[config.mk]
export PLATFORM = sky130hd
export DESIGN_NAME = sensor_frame_checker_dedup
export DESIGN_NICKNAME = d
export VERILOG_FILES = /design/src/hdl/sfcd_pkg.sv /design/src/hdl/sfcd_ram.sv /design/src/hdl/sfcd_dp.sv /design/src/hdl/sfcd_ctrl.sv /design/src/hdl/sensor_frame_checker_dedup.sv
export SDC_FILE = /design/constraint.sdc
export NUM_CORES = 2
export LEC_CHECK = 0
export BUFFER_PORTS_ARGS = -buffer_cell sky130_fd_sc_hd__buf_2
export CAP_MARGIN = 10
export CORE_AREA = 10 10 382 661
export DETAILED_ROUTE_END_ITERATION = 12
export DIE_AREA = 0 0 392 671
export PLACE_DENSITY_LB_ADDON = 0.15
export SYNTH_ARGS = -nofsm -noshare
export SYNTH_HDL_FRONTEND = slang
export SYNTH_SLANG_ARGS = --single-unit
[constraint.sdc]
create_clock -name clock -period 10.7 [get_ports clock]
set_clock_uncertainty 0.15 [all_clocks]
set_input_delay 1.07 -clock clock [delete_from_list [all_inputs] [get_ports clock]]
set_output_delay 1.07 -clock clock [all_outputs]
set_load 0.1 [all_outputs]
[src/hdl/sfcd_pkg.sv]
// Shared types and constants for the sensor frame checker with duplicate filter.
// Holds the frame layout, status codes, history sizing and the controller-to-datapath
// command and status structs. No dependencies.
`timescale 1ns / 1ps
`default_nettype none

package sfcd_pkg;

   // Frame layout.
   localparam int FRAME_LEN     = 15;
   localparam int SUM_FIRST     = 1;
   localparam int SUM_LAST      = 12;
   localparam int KEY_BYTES     = 12;
   localparam int KEY_W         = KEY_BYTES * 8;
   localparam int LINE_W        = 16;
   localparam int CNT_W         = 4;

   localparam logic [7:0] START_MARK = 8'h0E;
   localparam logic [7:0] STOP_MARK  = 8'hFE;
   localparam logic [7:0] LEN_CODE   = 8'd15;

   // History ring sizing.
   localparam int HIST_DEPTH = 16;
   localparam int HIST_AW    = (HIST_DEPTH > 1) ? $clog2(HIST_DEPTH) : 1;
   localparam int HIST_CW    = $clog2(HIST_DEPTH + 1);
   localparam int HIST_W     = KEY_W + LINE_W;

   // Result status codes.
   localparam logic [1:0] ST_VALID = 2'd0;
   localparam logic [1:0] ST_SHORT = 2'd1;
   localparam logic [1:0] ST_BAD   = 2'd2;
   localparam logic [1:0] ST_DUP   = 2'd3;

   // Commands from the controller to the datapath.
   typedef struct packed {
      logic take;          // Store the accepted input beat.
      logic eval;          // Latch the frame check verdict.
      logic search_start;  // Read history entry 0.
      logic search_next;   // Read the following history entry.
      logic mark_dup;      // Record a history hit.
      logic hist_write;    // Store the frame in the history ring.
      logic load;          // Move the result into the output register.
   } cmd_type;

   // Status from the datapath to the controller.
   typedef struct packed {
      logic frame_short;
      logic frame_bad;
      logic hist_empty;
      logic hit;
      logic search_last;
      logic out_free;
   } stat_type;

endpackage

`default_nettype wire

[src/hdl/sfcd_ram.sv]
// Generic single-write, single-read RAM with a registered read port.
// No dependencies.
`timescale 1ns / 1ps
`default_nettype none

module sfcd_ram #(
   parameter int WIDTH = 8,
   parameter int DEPTH = 16
) (
   input  wire logic                                       clock,
   input  wire logic                                       wr_en,
   input  wire logic [((DEPTH > 1) ? $clog2(DEPTH) : 1)-1:0] wr_addr,
   input  wire logic [WIDTH-1:0]                           wr_data,
   input  wire logic [((DEPTH > 1) ? $clog2(DEPTH) : 1)-1:0] rd_addr,
   output logic      [WIDTH-1:0]                           rd_data
);

   logic [WIDTH-1:0] mem_ff [DEPTH];
   logic [WIDTH-1:0] rd_data_ff;

   // Write port and registered read port.
   always_ff @(posedge clock) begin
      if (wr_en) begin
         mem_ff[wr_addr] <= wr_data;
      end
      rd_data_ff <= mem_ff[rd_addr];
   end

   assign rd_data = rd_data_ff;

endmodule

`default_nettype wire

[src/hdl/sfcd_dp.sv]
// Datapath: frame byte capture, running checksum, frame checks, history ring
// search and write, line counter and the result output register.
// Depends on sfcd_pkg and sfcd_ram.
`timescale 1ns / 1ps
`default_nettype none

module sfcd_dp (
   input  wire logic                 clock,
   input  wire logic                 reset,
   input  wire sfcd_pkg::cmd_type    cmd,
   output sfcd_pkg::stat_type        stat,
   input  wire logic [7:0]           req_data_byte,
   output logic                      rsp_valid,
   input  wire logic                 rsp_ready,
   output logic [1:0]                rsp_status,
   output logic [15:0]               rsp_line_index,
   output logic [15:0]               rsp_match_line,
   output logic [7:0]                rsp_sensor_id,
   output logic [7:0]                rsp_location,
   output logic [31:0]               rsp_timestamp,
   output logic [31:0]               rsp_lux_bits,
   output logic [7:0]                rsp_condition
);

   localparam int AW = sfcd_pkg::HIST_AW;
   localparam int CW = sfcd_pkg::HIST_CW;
   localparam int KW = sfcd_pkg::KEY_W;
   localparam int LW = sfcd_pkg::LINE_W;

   logic [7:0]                 frame_ff [sfcd_pkg::FRAME_LEN];
   logic [sfcd_pkg::CNT_W-1:0] cnt_ff, cnt_in;
   logic [7:0]                 sum_ff, sum_in;
   logic [LW-1:0]              line_ff, line_in;
   logic [CW-1:0]              fill_ff, fill_in;
   logic [AW-1:0]              next_ff, next_in;
   logic [AW-1:0]              idx_ff, idx_in;
   logic [1:0]                 verdict_ff, verdict_in;
   logic [LW-1:0]              match_ff, match_in;
   logic                       out_valid_ff, out_valid_in;
   logic [1:0]                 o_status_ff;
   logic [LW-1:0]              o_line_ff, o_match_ff;
   logic [7:0]                 o_sensor_ff, o_loc_ff, o_cond_ff;
   logic [31:0]                o_time_ff, o_lux_ff;

   logic                       frame_full;
   logic [KW-1:0]              key;
   logic [sfcd_pkg::HIST_W-1:0] ram_rd, ram_wr;
   logic                       good;

   // Running sum and byte count as beats arrive; the count saturates at a full frame.
   always_comb begin
      cnt_in = cnt_ff;
      sum_in = sum_ff;
      if (cmd.load) begin
         cnt_in = '0;
      end else if (cmd.take && !frame_full) begin
         cnt_in = cnt_ff + 1'b1;
         if (cnt_ff == '0) begin
            sum_in = '0;
         end else if (cnt_ff <= sfcd_pkg::CNT_W'(sfcd_pkg::SUM_LAST)) begin
            sum_in = sum_ff + req_data_byte;
         end
      end
   end

   assign frame_full = (cnt_ff == sfcd_pkg::CNT_W'(sfcd_pkg::FRAME_LEN));

   // Frame bytes are written at the byte count and read at fixed places.
   always_ff @(posedge clock) begin
      if (cmd.take && !frame_full) begin
         frame_ff[cnt_ff] <= req_data_byte;
      end
   end

   // Duplicate key is bytes 1 to 12, byte 1 in the top bits.
   always_comb begin
      key = '0;
      for (int k = 0; k < sfcd_pkg::KEY_BYTES; k++) begin
         key[KW-1-8*k -: 8] = frame_ff[k + 1];
      end
   end

   // Frame checks: markers, length code and checksum over bytes 1 to 12.
   always_comb begin
      good = (frame_ff[0] == sfcd_pkg::START_MARK) &&
             (frame_ff[14] == sfcd_pkg::STOP_MARK) &&
             (frame_ff[1] == sfcd_pkg::LEN_CODE) &&
             (8'(sum_ff + frame_ff[13]) == 8'd0);
   end

   // History ring storage.
   assign ram_wr = {key, line_ff};

   sfcd_ram #(
      .WIDTH (sfcd_pkg::HIST_W),
      .DEPTH (sfcd_pkg::HIST_DEPTH)
   ) u_hist (
      .clock   (clock),
      .wr_en   (cmd.hist_write),
      .wr_addr (next_ff),
      .wr_data (ram_wr),
      .rd_addr (idx_in),
      .rd_data (ram_rd)
   );

   // Search index drives the RAM read address from its next value, ahead of the compare on the registered read data.
   always_comb begin
      idx_in = idx_ff;
      if (cmd.search_start) begin
         idx_in = '0;
      end else if (cmd.search_next) begin
         idx_in = idx_ff + 1'b1;
      end
   end

   // Ring pointer and fill level.
   always_comb begin
      next_in = next_ff;
      fill_in = fill_ff;
      if (cmd.hist_write) begin
         if (next_ff == AW'(sfcd_pkg::HIST_DEPTH - 1)) begin
            next_in = '0;
         end else begin
            next_in = next_ff + 1'b1;
         end
         if (fill_ff != CW'(sfcd_pkg::HIST_DEPTH)) begin
            fill_in = fill_ff + 1'b1;
         end
      end
   end

   // Verdict and matching line for the current frame.
   always_comb begin
      verdict_in = verdict_ff;
      match_in   = match_ff;
      if (cmd.eval) begin
         match_in = '0;
         if (!frame_full) begin
            verdict_in = sfcd_pkg::ST_SHORT;
         end else if (!good) begin
            verdict_in = sfcd_pkg::ST_BAD;
         end else begin
            verdict_in = sfcd_pkg::ST_VALID;
         end
      end else if (cmd.mark_dup) begin
         verdict_in = sfcd_pkg::ST_DUP;
         match_in   = ram_rd[LW-1:0];
      end
   end

   // Line counter saturates at its maximum.
   always_comb begin
      line_in = line_ff;
      if (cmd.load && line_ff != '1) begin
         line_in = line_ff + 1'b1;
      end
   end

   // Output register handshake.
   always_comb begin
      out_valid_in = out_valid_ff;
      if (cmd.load) begin
         out_valid_in = 1'b1;
      end else if (rsp_ready) begin
         out_valid_in = 1'b0;
      end
   end

   // Control registers.
   always_ff @(posedge clock) begin
      if (reset) begin
         cnt_ff       <= '0;
         line_ff      <= '0;
         fill_ff      <= '0;
         next_ff      <= '0;
         out_valid_ff <= 1'b0;
      end else begin
         cnt_ff       <= cnt_in;
         line_ff      <= line_in;
         fill_ff      <= fill_in;
         next_ff      <= next_in;
         out_valid_ff <= out_valid_in;
      end
   end

   // Working registers.
   always_ff @(posedge clock) begin
      sum_ff     <= sum_in;
      idx_ff     <= idx_in;
      verdict_ff <= verdict_in;
      match_ff   <= match_in;
   end

   // Result register; decoded fields are zero unless the frame is new and valid.
   always_ff @(posedge clock) begin
      if (cmd.load) begin
         o_status_ff <= verdict_ff;
         o_line_ff   <= line_ff;
         o_match_ff  <= match_ff;
         if (verdict_ff == sfcd_pkg::ST_VALID) begin
            o_sensor_ff <= frame_ff[2];
            o_loc_ff    <= frame_ff[3];
            o_time_ff   <= {frame_ff[4], frame_ff[5], frame_ff[6], frame_ff[7]};
            o_lux_ff    <= {frame_ff[8], frame_ff[9], frame_ff[10], frame_ff[11]};
            o_cond_ff   <= frame_ff[12];
         end else begin
            o_sensor_ff <= '0;
            o_loc_ff    <= '0;
            o_time_ff   <= '0;
            o_lux_ff    <= '0;
            o_cond_ff   <= '0;
         end
      end
   end

   // Status toward the controller.
   always_comb begin
      stat.frame_short = !frame_full;
      stat.frame_bad   = !good;
      stat.hist_empty  = (fill_ff == '0);
      stat.hit         = (ram_rd[sfcd_pkg::HIST_W-1:LW] == key);
      stat.search_last = ((CW'(idx_ff) + 1'b1) == fill_ff);
      stat.out_free    = !out_valid_ff || rsp_ready;
   end

   assign rsp_valid      = out_valid_ff;
   assign rsp_status     = o_status_ff;
   assign rsp_line_index = o_line_ff;
   assign rsp_match_line = o_match_ff;
   assign rsp_sensor_id  = o_sensor_ff;
   assign rsp_location   = o_loc_ff;
   assign rsp_timestamp  = o_time_ff;
   assign rsp_lux_bits   = o_lux_ff;
   assign rsp_condition  = o_cond_ff;

endmodule

`default_nettype wire

[src/hdl/sfcd_ctrl.sv]
// Controller: sequences byte collection, frame check, history search and write,
// and hand-off of each line's result to the output register.
// Depends on sfcd_pkg.
`timescale 1ns / 1ps
`default_nettype none

module sfcd_ctrl (
   input  wire logic                clock,
   input  wire logic                reset,
   input  wire logic                req_valid,
   input  wire logic                req_line_end,
   output logic                     req_ready,
   input  wire sfcd_pkg::stat_type  stat,
   output sfcd_pkg::cmd_type        cmd
);

   typedef enum logic [2:0] {
      S_COLLECT,
      S_EVAL,
      S_SEARCH,
      S_WRITE,
      S_DONE
   } state_type;

   state_type state_ff, state_in;

   // Next state and commands.
   always_comb begin
      state_in = state_ff;
      cmd      = '0;
      case (state_ff)
         S_COLLECT: begin
            cmd.take = req_valid;
            if (req_valid && req_line_end) begin
               state_in = S_EVAL;
            end
         end
         S_EVAL: begin
            cmd.eval = 1'b1;
            if (stat.frame_short || stat.frame_bad) begin
               state_in = S_DONE;
            end else if (stat.hist_empty) begin
               state_in = S_WRITE;
            end else begin
               cmd.search_start = 1'b1;
               state_in         = S_SEARCH;
            end
         end
         S_SEARCH: begin
            if (stat.hit) begin
               cmd.mark_dup = 1'b1;
               state_in     = S_DONE;
            end else if (stat.search_last) begin
               state_in = S_WRITE;
            end else begin
               cmd.search_next = 1'b1;
            end
         end
         S_WRITE: begin
            cmd.hist_write = 1'b1;
            state_in       = S_DONE;
         end
         S_DONE: begin
            if (stat.out_free) begin
               cmd.load = 1'b1;
               state_in = S_COLLECT;
            end
         end
         default: begin
            state_in = S_COLLECT;
         end
      endcase
   end

   // State register.
   always_ff @(posedge clock) begin
      if (reset) begin
         state_ff <= S_COLLECT;
      end else begin
         state_ff <= state_in;
      end
   end

   assign req_ready = (state_ff == S_COLLECT);

endmodule

`default_nettype wire

[src/hdl/sensor_frame_checker_dedup.sv]
// Sensor frame checker with duplicate filter, top level.
// Joins the controller (sfcd_ctrl) and the datapath (sfcd_dp); depends on sfcd_pkg.
//
// Usage:
//   The req_ channel carries one raw byte per beat; req_line_end marks the last
//   byte of a line. Bytes are taken one per cycle while a line is being collected.
//   After the last byte of a line the block stops taking beats while it checks
//   the frame and searches the history ring, then returns one result beat on the
//   rsp_ channel per line: status, line index, matching earlier line and the
//   decoded sensor fields.
//   From the last byte to the result register the line passes the frame check;
//   a well-formed frame then reads history entries up to and including a match
//   (1 to 16 entries) or all entries held (0 to 16; none when the history is
//   empty), a new frame is written into the ring, and the result is loaded.
//   The history RAM gives one entry per cycle, which sets the search time.
//   While a result waits in the output register the next line is already
//   collected; if the receiver stalls, the block holds the following result
//   and stops taking bytes until the register is free.
//   Reset clears the byte count, line counter, history fill level and the
//   output valid; history contents need no clearing.
`timescale 1ns / 1ps
`default_nettype none

module sensor_frame_checker_dedup (
   input  wire logic        clock,
   input  wire logic        reset,
   input  wire logic        req_valid,
   output logic             req_ready,
   input  wire logic [7:0]  req_data_byte,
   input  wire logic        req_line_end,
   output logic             rsp_valid,
   input  wire logic        rsp_ready,
   output logic [1:0]       rsp_status,
   output logic [15:0]      rsp_line_index,
   output logic [15:0]      rsp_match_line,
   output logic [7:0]       rsp_sensor_id,
   output logic [7:0]       rsp_location,
   output logic [31:0]      rsp_timestamp,
   output logic [31:0]      rsp_lux_bits,
   output logic [7:0]       rsp_condition
);

   sfcd_pkg::cmd_type  cmd;
   sfcd_pkg::stat_type stat;

   // Sequencer.
   sfcd_ctrl u_ctrl (
      .clock        (clock),
      .reset        (reset),
      .req_valid    (req_valid),
      .req_line_end (req_line_end),
      .req_ready    (req_ready),
      .stat         (stat),
      .cmd          (cmd)
   );

   // Frame storage, checks, history and result register.
   sfcd_dp u_dp (
      .clock          (clock),
      .reset          (reset),
      .cmd            (cmd),
      .stat           (stat),
      .req_data_byte  (req_data_byte),
      .rsp_valid      (rsp_valid),
      .rsp_ready      (rsp_ready),
      .rsp_status     (rsp_status),
      .rsp_line_index (rsp_line_index),
      .rsp_match_line (rsp_match_line),
      .rsp_sensor_id  (rsp_sensor_id),
      .rsp_location   (rsp_location),
      .rsp_timestamp  (rsp_timestamp),
      .rsp_lux_bits   (rsp_lux_bits),
      .rsp_condition  (rsp_condition)
   );

endmodule

`default_nettype wire

==> impl_results.md <==
- Status: completed
- Global-route wire length before repair: 554.1 mm
- Req. time, crit path: 11280 ps
- PostCTS Resize Cnt: 0
- Area Growth Syn to Fin: 8.879%
- Die X: 392 µm
- Area of the core: 241600 µm²
- First DRT Iteration DRCs: 10830
- GR Util met1: 33.92%
- Seq cells post-synth: 2209
- Met3 Use GR: 4.106%
- Setup-failing EPs final: 0
- CP delay by family, top: buffers and inverters
- Final WL: 383.0 mm
- Slew Limit Fails: 0
- CTS Sinks: around 2200
- Crit share post-route: about two thirds
- HPWL Detailed: 188.1 mm
- Initial core utilization: 44.63%
- Setup crit start kind: register
- Routed Antenna Nets: 0
- Residual DRC: 0
- Height of the die: 671 µm
- Port Buf Inserts: 136
- Per-cell routed wire length: 32.69 µm
- Final worst path period need: between 7000 and 8000 ps
- Max Clk Rate: 0.1377 GHz
- Warnings, synthesis: 0
- Total GRT Usage: ~28%
- Synth area leader: edfxtp_1
- Maximum VDD drop: between 100 and 150 µV
- Final hold vios: 0
- Tightest Pin Transition: 1320 ps
- Root Driver: clkbuf_16
- DR pass1 iterations: 7
- Post-Syn Area: 107800 µm²
- Gp weighted congestion: 0.7828
- Initial antenna violation count: 11
- CTS Buf Count: 214
- Top-area cell type share of the netlist area: 56.92%
- Number of I/O pins: 137
- Clock buffer depth: 4
- Vias in the first global route: 82810
- Slowest CP cell: xnor2_1
- Buf+Inv Stages, Crit Path: 4
- CP cell instances: xnor2_1 > nand4_1 > nor4_1 > nand4_1 > buf_4 > buf_4 > o211ai_2 > nor3b_1 > o31ai_4 > buf_12 > buf_4 > a211oi_1 > or4_1
- WS Path Type: reg -> reg
- HP Class: reg -> reg
- Clk_lat worst skew: between 900 and 1000 ps
- Unrepaired setup endpoints after global routing: no
- Final core utilization: 48.59%
- Post-synthesis instance total: a little under 9000
- Largest net degree at the start of global routing: 235
- Vias: 85260
- Fraction of layout cells with a size suffix above 1: 7.847%
- Gr busiest metal: met2
- Post-synth EDFFs: 2044
- GRT overflow: 0
- # Post-CTS Setup Buffers: 0
- Critical Path Fanout Max: 85
- Net Count, Synth: ~8900
- CP dominant cell by count: buf_4
- Predominant post-synthesis flop cell: edfxtp_1
- Fraction of registers with async set/reset: 0%
- Leakage: 38.63 nW
- Rows: 239
- Slew HR: roughly 11%
- Final setup TNS: 0 ps
- Synthesized area per cell: 12.12 µm²
- Nets: 8448
- CTS tree: built
- Seq/Total Area, Yosys: approximately three fifths
- Ranking of synthesized cells by area: edfxtp_1, a221oi_1, a211oi_1
- Post-synthesis cell type count: 62
- CTS HTree Levels: 4
- Max Cap Viol: 0
- Die footprint: 263000 µm²
- CP Capture Type: register
- M2 GR Usage: 45.92%
- CTS Hold Bufs: 0
- Reg clk slew, reported paths: 70 ps
- Worst EP arrival: just under 8000 ps
- Vias/cell: 7.278
- Worst path max stage delay: 1070 ps
- Power density over the cells: between 150 and 200 nW/µm²
flip-flops by register name, indices dropped and copies added (netlist names), 5 cells and up:
signal / flops
u_dp.rsp_condition: 8
u_dp.rsp_match_line: 16
u_dp.rsp_sensor_id: 8
u_dp.rsp_location: 8
u_dp.line_ff: 16
u_dp.rsp_line_index: 16
u_dp.fill_ff: 5
u_dp.u_hist.rd_data: 112
u_dp.frame_ff: 120
u_dp.sum_ff: 8
u_dp.rsp_lux_bits: 32
u_dp.match_ff: 16
u_dp.u_hist.mem_ff: 1792
u_dp.rsp_timestamp: 32
cells in the mapped netlist, drive strengths merged, types with 2 or more instances:
cell type and n:
edfxtp 2044, nand2 1412, a221oi 899, a211oi 898, clkbuf 885, a21oi 479, and4 452, a311oi 450
o211a 449, dfxtp 165, buf 136, or4 113, xnor2 113, and2 94, nor2 80, nand4 40
ha 26, inv 21, nor3 19, xor2 19, nor4 12, o21ai 11, nand2b 10, nand3 8
nor2b 8, and3 6, nor3b 5, a21o 4, a31oi 4, mux2i 4, nor4b 3, o2111ai 3
or3 3, a31o 2, fa 2, nand4b 2, o211ai 2, o21bai 2
per-stage QoR:
step	std cells	power, mW	hold WS, ps	setup WS, ps	area (µm²)
2_1_floorplan	8898	10.53	258.1	1103	107800
3_3_place_gp	11320	10.91	268.5	3628	110400
3_5_place_dp	11320	10.95	266.7	3527	110500
4_1_cts	11710	18.62	276.9	3468	117400
5_1_grt	11710	19.02	284.7	3374	117400
6_report	11720	18.54	262.9	3440	117400
final cells by class:
cell class / count / area, µm²
flip-flops and latches: 2209 / 64690
repair buffers: 314 / 2462
clock buffers: 282 / 5824
diodes: 6 / 15.01
inverters: 21 / 93.84
multi-input cells: 5647 / 39320
clock inverters: 103 / 1090
well taps: 3133 / 3920
fillers: 20940 / 124200
path summary, 6_finish.rpt:
| path | slack (ps) | startpoint | to | cells past startpoint |
|---|---|---|---|---|
| hold reg to reg | 260 | u_dp.match_ff[3] | u_dp.rsp_match_line[3] | 0 |
| hold / removal | 260 | u_dp.match_ff[3] | u_dp.rsp_match_line[3] | 0 |
| setup / recovery | 3440 | u_dp.frame_ff[12][0] | u_dp.u_hist.rd_data[57] | 13 |
| setup reg to reg | 3440 | u_dp.frame_ff[12][0] | u_dp.u_hist.rd_data[57] | 13 |
power by group:
group          switching (mW)  internal [mW]  total [mW]
clock                    3.42           4.33        7.75
combinational           0.965          0.350        1.31
sequential             0.0691           9.40        9.47
total                    4.46           14.1        18.5
cells by family after synthesis:
family / Yosys count / share of synthesized area (%)
AO/OA/AOI/OAI: 3214 / 23.88
XOR/XNOR: 133 / 1.093
adder cells (fa/ha/maj): 28 / 0.3388
buffers and inverters: 1042 / 3.802
flip-flops: 2209 / 59.98
multiplexers: 4 / 0.03713
AND/OR/NAND/NOR: 2268 / 10.87
cells in the final DEF, fill, tap and decap left out, types with 15 or more instances in the layout:
cell,instances
ha_1,26
nand2_1,1410
buf_2,136
o211a_1,449
clkinv_2,33
a211oi_1,897
nor2_4,16
or4_1,113
nand4_1,40
dfxtp_1,164
xnor2_1,113
xor2_1,19
buf_4,140
nor2_1,57
buf_12,33
edfxtp_1,2044
clkbuf_1,50
and2_1,92
bufinv_16,21
and4_1,452
clkbuf_8,15
clkinv_1,25
a21oi_1,479
inv_1,19
a311oi_1,450
a221oi_1,898
clkbuf_16,218
per-layer routing:
metal	vias up	routed length, µm
met5	-	55
met4	8	26170
met3	1084	30740
met2	4669	183500
met1	43750	142500
li1	35750	-
No activity file was read; power rests on OpenSTA's default activity.
